**src/hdl/pbsr_pkg.sv**
```systemverilog
// Shared types and constants for the bank-switched RAM expansion.
// No dependencies; used by every module of the block.
package pbsr_pkg;

  localparam int PAGE_BITS_DEFAULT = 14;
  localparam int RAM_ADDR_W        = 18;

  localparam logic [7:0]  RESET_PORT_A    = 8'hdc;
  localparam logic [7:0]  RESET_PORT_B    = 8'hfe;
  localparam logic [5:0]  RESET_CONTROL   = 6'd4;
  localparam logic [15:0] DMA_ADDRESS     = 16'hff00;
  localparam int          CTRL_SELECT_BIT = 2;

  localparam logic [15:0] OFS_DATA_A = 16'd0;
  localparam logic [15:0] OFS_CTRL_A = 16'd1;
  localparam logic [15:0] OFS_DATA_B = 16'd2;
  localparam logic [15:0] OFS_CTRL_B = 16'd3;

  typedef enum logic [2:0] {
    MODE_REG_READ  = 3'd0,
    MODE_REG_WRITE = 3'd1,
    MODE_WIN_READ  = 3'd2,
    MODE_WIN_WRITE = 3'd3,
    MODE_SET_BANK  = 3'd4
  } mode_t;

  typedef struct packed {
    mode_t       mode;
    logic [15:0] address;
    logic [1:0]  window;
    logic [7:0]  data;
    logic [1:0]  video_bank;
  } item_t;

  typedef struct packed {
    logic [7:0] read_data;
    logic [3:0] video_page;
    logic       video_changed;
  } reg_status_t;

endpackage

```
**src/hdl/pia_bank_switch_ram_expansion.sv**
```systemverilog
// Top level of the bank-switched RAM expansion: input register, logic, result register.
// Depends on pbsr_pkg, pbsr_regs and pbsr_translate.
//
// Each request is captured in an input register, decoded by one level of
// shallow logic against the register set, and then lands in a result
// register; a new request is taken every cycle while results drain. Register
// writes and the video bank take effect as the request moves into the result
// register, so the next request already sees them. The result register
// decouples the two sides: one request may wait in the input register while a
// result is stalled.
module pia_bank_switch_ram_expansion #(
  parameter int PAGE_BITS = pbsr_pkg::PAGE_BITS_DEFAULT
) (
  input  logic                             clk,
  input  logic                             rst,
  input  logic                             in_valid,
  output logic                             in_ready,
  input  logic [2:0]                       mode,
  input  logic [15:0]                      address,
  input  logic [1:0]                       window,
  input  logic [7:0]                       data,
  input  logic [1:0]                       video_bank,
  output logic                             out_valid,
  input  logic                             out_ready,
  output logic [7:0]                       read_data,
  output logic [pbsr_pkg::RAM_ADDR_W-1:0]  ram_address,
  output logic                             ram_write,
  output logic [3:0]                       video_page,
  output logic                             video_changed,
  output logic                             dma_trigger
);
  import pbsr_pkg::*;

  item_t                 s1_item;
  logic                  s1_valid;
  logic                  advance;
  logic [15:0]           pages;
  reg_status_t           status;
  logic [RAM_ADDR_W-1:0] ram_address_next;
  logic                  ram_write_next;
  logic                  dma_trigger_next;

  assign advance  = s1_valid && (!out_valid || out_ready);
  assign in_ready = !s1_valid || advance;

  always_ff @(posedge clk) begin
    if (rst) begin
      s1_valid <= 1'b0;
    end else if (in_ready) begin
      s1_valid <= in_valid;
    end
  end

  // hold the request until it moves on
  always_ff @(posedge clk) begin
    if (in_ready && in_valid) begin
      s1_item.mode       <= mode_t'(mode);
      s1_item.address    <= address;
      s1_item.window     <= window;
      s1_item.data       <= data;
      s1_item.video_bank <= video_bank;
    end
  end

  pbsr_regs u_regs (
    .clk    (clk),
    .rst    (rst),
    .item   (s1_item),
    .commit (advance),
    .pages  (pages),
    .status (status)
  );

  pbsr_translate #(
    .PAGE_BITS (PAGE_BITS)
  ) u_translate (
    .item        (s1_item),
    .pages       (pages),
    .ram_address (ram_address_next),
    .ram_write   (ram_write_next),
    .dma_trigger (dma_trigger_next)
  );

  always_ff @(posedge clk) begin
    if (rst) begin
      out_valid <= 1'b0;
    end else if (advance) begin
      out_valid <= 1'b1;
    end else if (out_ready) begin
      out_valid <= 1'b0;
    end
  end

  always_ff @(posedge clk) begin
    if (advance) begin
      read_data     <= status.read_data;
      ram_address   <= ram_address_next;
      ram_write     <= ram_write_next;
      video_page    <= status.video_page;
      video_changed <= status.video_changed;
      dma_trigger   <= dma_trigger_next;
    end
  end

  a_stall_cause: assert property (@(posedge clk) disable iff (rst)
    !in_ready |-> (s1_valid && out_valid && !out_ready))
    else $error("input stalled without a blocked result");

  a_dma_is_write: assert property (@(posedge clk) disable iff (rst)
    (out_valid && dma_trigger) |-> ram_write)
    else $error("dma trigger without a window write");

  a_read_excl: assert property (@(posedge clk) disable iff (rst)
    (out_valid && (read_data != 8'd0)) |-> (!ram_write && !video_changed))
    else $error("register read data alongside another effect");

  a_reset_empty: assert property (@(posedge clk)
    $past(rst) |-> (!out_valid && !s1_valid))
    else $error("pipeline not empty after reset");

endmodule

```
**src/hdl/pbsr_regs.sv**
```systemverilog
// Port, direction and control registers with the held video bank.
// Depends on pbsr_pkg for item and status types and register offsets.
module pbsr_regs (
  input  logic                 clk,
  input  logic                 rst,
  input  pbsr_pkg::item_t      item,
  input  logic                 commit,
  output logic [15:0]          pages,
  output pbsr_pkg::reg_status_t status
);
  import pbsr_pkg::*;

  logic [7:0] port_a, port_a_next;
  logic [7:0] port_b, port_b_next;
  logic [7:0] direction_a, direction_a_next;
  logic [7:0] direction_b, direction_b_next;
  logic [5:0] control_a, control_a_next;
  logic [5:0] control_b, control_b_next;
  logic [1:0] video_bank_held, video_bank_held_next;
  logic [7:0] read_value;
  logic       changed;

  always_comb begin
    port_a_next          = port_a;
    port_b_next          = port_b;
    direction_a_next     = direction_a;
    direction_b_next     = direction_b;
    control_a_next       = control_a;
    control_b_next       = control_b;
    video_bank_held_next = video_bank_held;
    read_value           = 8'd0;
    changed              = 1'b0;
    case (item.mode)
      MODE_REG_READ: begin
        case (item.address)
          OFS_DATA_A: read_value = control_a[CTRL_SELECT_BIT] ? port_a : direction_a;
          OFS_CTRL_A: read_value = {2'b00, control_a};
          OFS_DATA_B: read_value = control_b[CTRL_SELECT_BIT] ? port_b : direction_b;
          OFS_CTRL_B: read_value = {2'b00, control_b};
          default:    read_value = 8'd0;
        endcase
      end
      MODE_REG_WRITE: begin
        case (item.address)
          OFS_DATA_A: begin
            if (control_a[CTRL_SELECT_BIT]) port_a_next = item.data;
            else direction_a_next = item.data;
          end
          OFS_CTRL_A: control_a_next = item.data[5:0];
          OFS_DATA_B: begin
            if (control_b[CTRL_SELECT_BIT]) begin
              port_b_next = item.data;
              changed     = (port_b[7:6] != item.data[7:6]);
            end else begin
              direction_b_next = item.data;
            end
          end
          OFS_CTRL_B: control_b_next = item.data[5:0];
          default: ;
        endcase
      end
      MODE_SET_BANK: begin
        video_bank_held_next = item.video_bank;
        changed              = 1'b1;
      end
      default: ;
    endcase
  end

  always_ff @(posedge clk) begin
    if (rst) begin
      port_a          <= RESET_PORT_A;
      port_b          <= RESET_PORT_B;
      direction_a     <= 8'd0;
      direction_b     <= 8'd0;
      control_a       <= RESET_CONTROL;
      control_b       <= RESET_CONTROL;
      video_bank_held <= 2'd0;
    end else if (commit) begin
      port_a          <= port_a_next;
      port_b          <= port_b_next;
      direction_a     <= direction_a_next;
      direction_b     <= direction_b_next;
      control_a       <= control_a_next;
      control_b       <= control_b_next;
      video_bank_held <= video_bank_held_next;
    end
  end

  assign pages                = {port_b, port_a};
  assign status.read_data     = read_value;
  assign status.video_page    = {port_b_next[7:6], video_bank_held_next};
  assign status.video_changed = changed;

endmodule

```
**src/hdl/pbsr_translate.sv**
```systemverilog
// Window-to-RAM address translation and DMA trigger decode.
// Depends on pbsr_pkg for the item type, modes and address constants.
module pbsr_translate #(
  parameter int PAGE_BITS = pbsr_pkg::PAGE_BITS_DEFAULT
) (
  input  pbsr_pkg::item_t                  item,
  input  logic [15:0]                      pages,
  output logic [pbsr_pkg::RAM_ADDR_W-1:0]  ram_address,
  output logic                             ram_write,
  output logic                             dma_trigger
);
  import pbsr_pkg::*;

  localparam int FULL_W = 4 + PAGE_BITS;

  logic [3:0]        page;
  logic [FULL_W-1:0] full_address;
  logic              window_access;

  assign page          = pages[{item.window, 2'b00} +: 4];
  assign full_address  = {page, item.address[PAGE_BITS-1:0]};
  assign window_access = (item.mode == MODE_WIN_READ) || (item.mode == MODE_WIN_WRITE);
  assign ram_address   = window_access ? RAM_ADDR_W'(full_address) : '0;
  assign ram_write     = (item.mode == MODE_WIN_WRITE);
  assign dma_trigger   = ram_write && (item.address == DMA_ADDRESS);

endmodule
```
**config.mk**
```make
export PLATFORM = sky130hd
export DESIGN_NAME = pia_bank_switch_ram_expansion
export DESIGN_NICKNAME = d
export VERILOG_FILES = /design/src/hdl/pbsr_pkg.sv /design/src/hdl/pia_bank_switch_ram_expansion.sv /design/src/hdl/pbsr_regs.sv /design/src/hdl/pbsr_translate.sv
export SDC_FILE = /design/constraint.sdc
export NUM_CORES = 1
export LEC_CHECK = 0
export ABC_AREA = 1
export BUFFER_PORTS_ARGS = -buffer_cell sky130_fd_sc_hd__clkbuf_2
export CAP_MARGIN = 20
export CORE_UTILIZATION = 57
export CTS_CLUSTER_DIAMETER = 40
export DETAILED_ROUTE_END_ITERATION = 8
export PLACE_DENSITY = 0.83
export SLEW_MARGIN = 20
export SYNTH_ARGS = -nofsm -noshare
export SYNTH_HDL_FRONTEND = slang
export SYNTH_SLANG_ARGS = --single-unit
```
**constraint.sdc**
```tcl
create_clock -name clk -period 2.5 [get_ports clk]
set_input_delay 0.75 -clock clk [delete_from_list [all_inputs] [get_ports clk]]
set_output_delay 0.75 -clock clk [all_outputs]
set_load 0.05 [all_outputs]
```
* After elaboration in Yosys (flattened, before gate mapping)
Cells that the tools add are included.
** Operators by class
- Eq/ne operators :: 9
- Mux-type cells :: 12
- Shifts and indexed selects :: 1
- Bitwise logic cells :: 2
- Reductions and logical operators :: 17
** Operators by type and width (count)
- 2-to-1 mux 8 bit :: 5
- == test 16 x 2 -> 1 bit (second input constant) :: 2
- one-hot mux 8 bit (4 select lines) :: 1
- == test 16 x 1 -> 1 bit (second input constant) :: 1
- == test 16 bit (second input constant) :: 1
- logical NOT 16 bit :: 1
- AND reduction 4 bit :: 4
- indexed part select 16 x 5 -> 4 bit :: 1
- == test 3 x 2 -> 1 bit (second input constant) :: 2
- AND reduction 3 bit :: 2
- 2-to-1 mux 1 bit :: 4
- == test 3 x 1 -> 1 bit (second input constant) :: 1
- == test 3 bit (second input constant) :: 1
- logical AND 1 bit :: 3
- logical NOT 3 bit :: 1
- logical OR 1 bit :: 3
- logical NOT 1 bit :: 2
- 2-to-1 mux 2 bit :: 1
- inequality test 2 bit :: 1
- inverter 1 bit :: 2
- one-hot mux 1 bit (2 select lines) :: 1
- nonzero test 2 bit :: 1
** Word-level totals
- Input port bits :: 35
- Bits in registers :: 112
- Output and inout port bits :: 35
- Logic and storage cells :: 62

* Depth between registers and ports, before layout
Gate-level depths: netlist of run 1.
- Word-level depth :: 5
- Depth in mapped cells :: 10
- Depth with buffers taken out :: 9

* Hierarchy
Synthesis of run 1 repeated with hierarchy kept, for this count alone.
** Unflattened totals
- Cell total of the unflattened synthesis :: 547
- Area, all modules :: 4964.8 um^2
** By module, submodules not included
- pbsr_regs :: cells each 377, instances 1, area each 2537.4 um^2, seq. area each 920.9 um^2
- pia_bank_switch_ram_expansion :: cells each 76, instances 1, area each 2013.2 um^2, seq. area each 1961.9 um^2
- pbsr_translate :: cells each 94, instances 1, area each 414.1 um^2, seq. area each 0.0 um^2

* Least setup slack after synthesis of run 1
OpenSTA, ideal clock, no wires.
- Path type :: input -> register
- Start :: input port out_ready
- End :: register s1_item[0] (netlist name), enable pin
- Path buffers :: 0
- Stages :: 4
- Library setup time :: 0.386 ns
- Data required time :: 2.114 ns
- Slack :: 0.150 ns
- Arrival :: 1.964 ns
- Cell sequence :: inv_1 -> nand3_1 -> nand2_1 -> inv_1
** On the way
- Word-level cells in the longest chain between the ends :: 4
** RTL lines
- from (decl) :: line pia_bank_switch_ram_expansion.sv:24 : input logic out_ready,
- logical OR 1 bit :: line pia_bank_switch_ram_expansion.sv:43 : assign advance = s1_valid && (!out_valid || out_ready);
- logical AND 1 bit :: line pia_bank_switch_ram_expansion.sv:43
- logical OR 1 bit :: line pia_bank_switch_ram_expansion.sv:44 : assign in_ready = !s1_valid || advance;
- net in_ready :: line pia_bank_switch_ram_expansion.sv:17 : output logic in_ready,
- logical AND 1 bit :: line pia_bank_switch_ram_expansion.sv:56 : if (in_ready && in_valid) begin
- to (decl) :: line pia_bank_switch_ram_expansion.sv:34 : item_t s1_item;
The timed path passes the listed nets, and every way through them passes these cells.
A chain may end at the register's enable or synchronous reset.

* Worst setup path in the final report of run 1
- Start :: input port out_ready
- End :: output port in_ready
** On the way
- Word-level cells in the longest chain between the ends :: 3
** RTL lines (line)
- logical OR 1 bit :: pia_bank_switch_ram_expansion.sv:43
- logical AND 1 bit :: pia_bank_switch_ram_expansion.sv:43
- logical OR 1 bit :: pia_bank_switch_ram_expansion.sv:44
- to (decl) :: pia_bank_switch_ram_expansion.sv:17
Every way passes these cells.

==> flow_summary.json, run 1 <==
{
  "switching_share_pct": 25.2,
  "synth_edf_count": 64,
  "synth.net_count": 562,
  "intPower_mw": 2.55,
  "cts_setup_buffers": 0,
  "final_max_slew_viol_count": 0,
  "cts_resized": 0,
  "p_total_mw": 3.42,
  "power_switching_mw": 0.862,
  "drc": 0,
  "end_kind": "output port",
  "coreArea_sq_um": 8260,
  "clkPwrFrac_pct": 31.5,
  "vias": 3745,
  "wire_per_inst_microns": 14.7,
  "ys_ff_latch": 112,
  "cts_tree": "done",
  "max_cap_viol_count": 0,
  "cts_max_path_buffers": 2,
  "crit_type": "input port to output port",
  "grt_pass1_vias": 3402,
  "die_h_microns": 94.5,
  "crit_top_cell": "clkbuf_2",
  "start_util_pct": 59.0,
  "rows": 33,
  "antennaDiodeCount": 0,
  "clk_latency_ns": 0.37,
  "ios": 70,
  "hold_depth": 2,
  "drtPass1Iterations": 5,
  "p_per_area_nw_per_um2": 620,
  "finalSetupTns_ns": 0,
  "holdWs_ns": 0.476,
  "cp_data_required_time_ns": 1.75,
  "area.growth.synth_to_final_pct": 13.0,
  "ys_dominant_reg_cell": "edfxtp_1",
  "slowest_stage": "clkbuf_2",
  "port_buffers": 69,
  "critical_path_arrival_ns": 1.25,
  "ir_worst_vdd_v": 0.000331,
  "setup_viol": 0,
  "tightest_slew_ns": 0.614,
  "max_freq_mhz": 500,
  "skew_ns": 0.0103,
  "setup_ws_ns": 0.499,
  "dieArea_sq_um": 8930,
  "nets": 632,
  "power_frac_seq_pct": 60.5,
  "async_flop_share_pct": 0,
  "hold_buffers": 0,
  "finalCritPeriodShare_pct": 80.0,
  "final_util_pct": 66.7,
  "crit_fanout": 3,
  "h-tree-depth": 3,
  "path_clk_slew_ns": 0.10,
  "critPathLaunchType": "input port",
  "drtIter0Drc": 308,
  "overflow": 0,
  "cts_made_buffers": 9,
  "cts.sinks": 112,
  "rsz0062_at_grt": "no",
  "syn_area_per_cell_sq_um": 9.25,
  "fin_crit_ns": 2.00,
  "routed_wl_microns": 10400,
  "hold_viol": 0,
  "yosys_warnings": 0,
  "status": "complete, no violations",
  "synthesis.area_sq_um": 4880,
  "reg2reg_depth": 8,
  "gp_congestion": 0.938,
  "grt_antenna_before_repair": 0,
  "drtAntennaViolNets": 0,
  "ys_seq_area_share_pct": 59.1,
  "fillers": 661,
  "min_path_type": "flop to flop",
  "p_leak_nw": 2.53,
  "combPwrFrac_pct": 8.0,
  "root_buffer": "clkbuf_8",
  "synthCells": 527,
  "yosysUniqueCellTypes": 32,
  "place_ws_ns": 0.322,
  "slowest_delay_ns": 0.29,
  "grt_use_total_pct": 24.7,
  "path_cells": "clkbuf_2 -> inv_1 -> nand3_1 -> clkbuf_2",
  "grt_pass1_wl_microns": 16400,
  "drive_gt1_share_pct": 19.4,
  "die_x_microns": 94.5,
  "grt_max_degree": 40,
  "hpwl_microns": 7300,
  "maxSlewHeadroom_pct": 59.0,
  "r2r_slack_ns": 0.56,
  "via_per_inst": 5.30
}
==> worst paths after layout <==
path	end	startpoint
worst max register to register	u_regs.port_b[4]	s1_item[20]
worst min register to register	u_regs.control_a[4]	u_regs.control_a[4]
worst min-delay path	u_regs.control_a[4]	u_regs.control_a[4]
worst max-delay path	in_ready	out_ready
==> stage by stage <==
step / instances / cell area, sq um
after CTS: 707 / 5510
after detailed placement: 691 / 5320
after global placement: 691 / 5320
after global routing: 707 / 5510
final: 707 / 5510
after floorplan: 527 / 4880
==> final cells by class <==
cell class	count	area, sq um	share of cell area [%]
clock buffers	10	128	2.32
well taps	105	131	2.38
multi-input cells	347	1710	31.0
flip-flops and latches	112	2880	52.3
inverters	51	198	3.59
repair buffers	76	398	7.22
clock inverters	6	66.3	1.20
==> Yosys cell counts (2+ instances only) <==
| cell | count | area [sq um] |
|---|---|---|
| mux2i_1 | 2 | 20.0 |
| nor3_4 | 2 | 32.5 |
| inv_1 | 47 | 176 |
| nand2_1 | 100 | 375 |
| edfxtp_1 | 64 | 1920 |
| buf_6 | 2 | 22.5 |
| clkbuf_1 | 10 | 37.5 |
| nand3_2 | 3 | 30.0 |
| nand4_4 | 2 | 42.5 |
| o211ai_1 | 4 | 30.0 |
| xor2_1 | 2 | 17.5 |
| nor2_8 | 3 | 60.1 |
| nand3_1 | 33 | 165 |
| nand2_4 | 3 | 33.8 |
| dfxtp_1 | 48 | 961 |
| nand4_1 | 16 | 100 |
| nand2_2 | 5 | 31.3 |
| nor2_1 | 111 | 417 |
| nor2_2 | 3 | 18.8 |
| clkinv_1 | 2 | 7.51 |
| nor2_4 | 2 | 22.5 |
| o21a_1 | 2 | 15.0 |
| buf_2 | 4 | 20.0 |
| o21ai_0 | 33 | 165 |
| a21oi_1 | 17 | 85.1 |
==> metal layers <==
metal	vias to the layer above	track usage, %	share of wire [%]
li1	1878	-	-
met1	1697	33.2	42
met2	152	40.4	49
met3	18	5.48	7.4
met4	0	6.69	1.6
met5	-	0	0
==> kinds of logic after synthesis <==
kind of cell | Yosys count | share of synthesized area [%]
compound gates | 57 | 6.21
xor+xnor | 2 | 0.359
buf+inv | 68 | 5.85
flops | 112 | 59.1
mux | 2 | 0.411
simple gates | 286 | 28.0
==> state kept, by name, indices dropped and copies added, names as in the netlist <==
signal	count
s1_item	31
u_regs.control_a	6
u_regs.control_b	6
video_page	4
u_regs.direction_b	8
ram_address	18
u_regs.port_b	8
dma_trigger	1
s1_valid	1
read_data	8
u_regs.port_a	8
out_valid	1
u_regs.video_bank_held	2
video_changed	1
u_regs.direction_a	8
ram_write	1
==> critical path, delay by kind of cell <==
family                 cells  cell delay (ns)
AND/OR/NAND/NOR            1             0.09
buffers and inverters      3             0.41
==> cells in the final DEF, fill, tap and decap left out, types with 3 or more instances in the layout <==
master / instances
nand3_2: 3
edfxtp_1: 64
nand2_2: 5
a21oi_1: 17
nor2_2: 3
o211ai_1: 4
buf_4: 7
clkbuf_2: 69
nand4_1: 16
clkbuf_8: 9
nand3_1: 33
dfxtp_1: 48
inv_1: 47
nand2_1: 100
clkinv_1: 3
nand2_4: 3
o21ai_0: 33
nor2_8: 3
nor2_1: 111
==> power by group through the flow <==
stage	combinational [mW]	clock [mW]	sequential [mW]
2_1_floorplan	0.103	0	2.18
3_3_place_gp	0.266	0	2.10
3_5_place_dp	0.274	0	2.11
4_1_cts	0.275	1.08	2.07
5_1_grt	0.294	1.16	2.07
6_report	0.273	1.08	2.07
No activity file was read; power rests on OpenSTA's default activity.
==> inputs of run 2 (changes only) <==
Settings changed: CORE_UTILIZATION 57 to 51, PLACE_DENSITY 0.83 to 0.79.
Clock period 2.5 ns to 1.7 ns, I/O delays scaled along.
==> run 2 against run 1 <==
Compared with the run above: final cell count increased by 7.8%; sequential power increased by 47%; count of clock-buffer cells in the layout unchanged; clock power increased by 46%; power increased by 49%; combinational power increased by 68%.
==> flow_summary.json, run 2 (synthesis results as in run 1) <==
{
  "status": "complete, no violations",
  "nets": 663,
  "fin_crit_ns": 1.67,
  "drive_gt1_share_pct": 26.7,
  "antennaDiodeCount": 0,
  "reg2reg_depth": 10,
  "fillers": 766,
  "finalSetupTns_ns": 0,
  "finalCritPeriodShare_pct": 98.0,
  "clk_latency_ns": 0.38,
  "hold_depth": 1,
  "final_util_pct": 64.7,
  "grt_antenna_before_repair": 0,
  "wire_per_inst_microns": 15.1,
  "cp_data_required_time_ns": 1.94,
  "cts_made_buffers": 9,
  "setup_viol": 0,
  "drtPass1Iterations": 5,
  "max_cap_viol_count": 0,
  "h-tree-depth": 3,
  "root_buffer": "clkbuf_8",
  "reg.largest.list": "s1_item x31, ram_address x18",
  "critPathLaunchType": "flop",
  "min_path_type": "input port to flop",
  "worstHoldStart": "address[4]",
  "dieArea_sq_um": 9960,
  "final_common_cell": "nor2_1",
  "port_buffers": 69,
  "end_kind": "flop",
  "crit_fanout": 8,
  "ios": 70,
  "cts.sinks": 112,
  "slowest_delay_ns": 0.45,
  "place_ws_ns": -0.0353,
  "tightest_slew_ns": 0.390,
  "p_leak_nw": 2.70,
  "die_h_microns": 99.8,
  "slowest_stage": "edfxtp_1",
  "start_util_pct": 52.8,
  "critical_path_arrival_ns": 1.90,
  "crit_top_cell": "nand2_1",
  "hold_viol": 0,
  "gp_congestion": 0.941,
  "path_clk_slew_ns": 0.11,
  "grt_pass1_wl_microns": 17800,
  "hpwl_microns": 8140,
  "largest_reg_flops": 31,
  "r2r_start": "s1_item[14]",
  "routed_wl_microns": 11500,
  "overflow": 0,
  "rows": 35,
  "grt_use_total_pct": 23.5,
  "drc": 0,
  "setup_ws_ns": 0.0346,
  "via_per_inst": 5.29,
  "vias": 4033,
  "ir_worst_vdd_v": 0.000492,
  "p_per_area_nw_per_um2": 850,
  "hold_end": "s1_item[16]",
  "regArea_sq_um": 2890,
  "path_cells": "inv_1 -> nand2_1 -> nor2_2 -> nand2_1 -> nor2_2 -> buf_6 -> nand3_1 -> nand2_1 -> nor2_1 -> nor2_1",
  "multi_input_area_sq_um": 1820,
  "final_max_slew_viol_count": 0,
  "die_x_microns": 99.8,
  "r2r-end": "read_data[5]",
  "drtAntennaViolNets": 0,
  "grt_max_degree": 40,
  "layout_common_cells": "nor2_1 (105), nand2_1 (98), clkbuf_2 (69)",
  "maxSlewHeadroom_pct": 73.8,
  "regMostFlops": "s1_item",
  "hold_buffers": 0,
  "r2r_slack_ns": 0.03,
  "max_freq_mhz": 600,
  "area.growth.synth_to_final_pct": 22.6,
  "cts_max_path_buffers": 2,
  "crit_type": "flop to flop",
  "grt_pass1_vias": 3730,
  "drtIter0Drc": 234,
  "rsz0062_at_grt": "yes",
  "coreArea_sq_um": 9240,
  "cts_tree": "done",
  "skew_ns": 0.0119
}
==> run 2: cell count changes in the layout (fill, tap and decap cells not counted), sizes merged <==
cell,delta
clkbuf,+1
clkinvlp,+3
nand4,+1
clkinv,-1
nand3,+1
inv,-2
buf,+28
==> run 2: where the power goes <==
part / switching [mW] / total [mW] / internal [mW]
sequential: 0.0728 / 3.04 / 2.96
combinational: 0.322 / 0.460 / 0.138
clock: 0.894 / 1.58 / 0.688
==> run 2: layout make-up <==
class	instances	share of cell area, %
Multi-Input combinational cell	349	30.5
Timing Repair Buffer	105	11.8
Clock buffer	10	2.14
Clock inverter	6	1.11
Tap cell	129	2.70
Sequential cell	112	48.3
Inverter	51	3.52
==> run 2: how the worst max path moves through the flow <==
stage / startpoint / to / slack (ns) / cells past startpoint
after floorplan: out_ready / s1_item[0] / 0.008 / 4
after global placement: out_ready / u_regs.port_a[5] / 0.03 / 9
after detailed placement: out_ready / u_regs.direction_b[6] / -0.04 / 9
after CTS: s1_item[22] / u_regs.control_b[0] / 0.006 / 8
after global routing: s1_item[14] / read_data[2] / -0.11 / 10
final: s1_item[14] / read_data[5] / 0.03 / 10
==> run 2: worst max-delay path, delay by kind of cell, from the launching register on <==
family | cells | cell delay [ns]
buf+inv | 2 | 0.25
simple gates | 8 | 0.82
flops | 1 | 0.45
==> run 2: stage by stage <==
stage / cells / power, mW / hold slack [ns] / area, sq um
after floorplan: 527 / 3.37 / 0.442 / 4910
after global placement: 730 / 3.52 / 0.455 / 5550
after detailed placement: 730 / 3.54 / 0.462 / 5550
after CTS: 746 / 5.08 / 0.289 / 5750
after global routing: 762 / 5.25 / 0.278 / 5980
final: 762 / 5.08 / 0.296 / 5980
==> run 2: what timing repair did <==
item,4_1_cts,5_1_grt
setup endpoints to repair,5,49
gates resized for setup,1,31
gates cloned,0,3
endpoints found under the hold margin,0,0
buffers inserted,0,13
pin swaps,0,13
==> run 2: routing by layer <==
metal,vias to the layer above,GRT usage [%],share of wire (%)
li1,1949,-,-
met1,1860,29.3,40
met2,188,38.7,49
met3,36,4.46,7.3
met4,0,12.6,3.5
met5,-,0,0
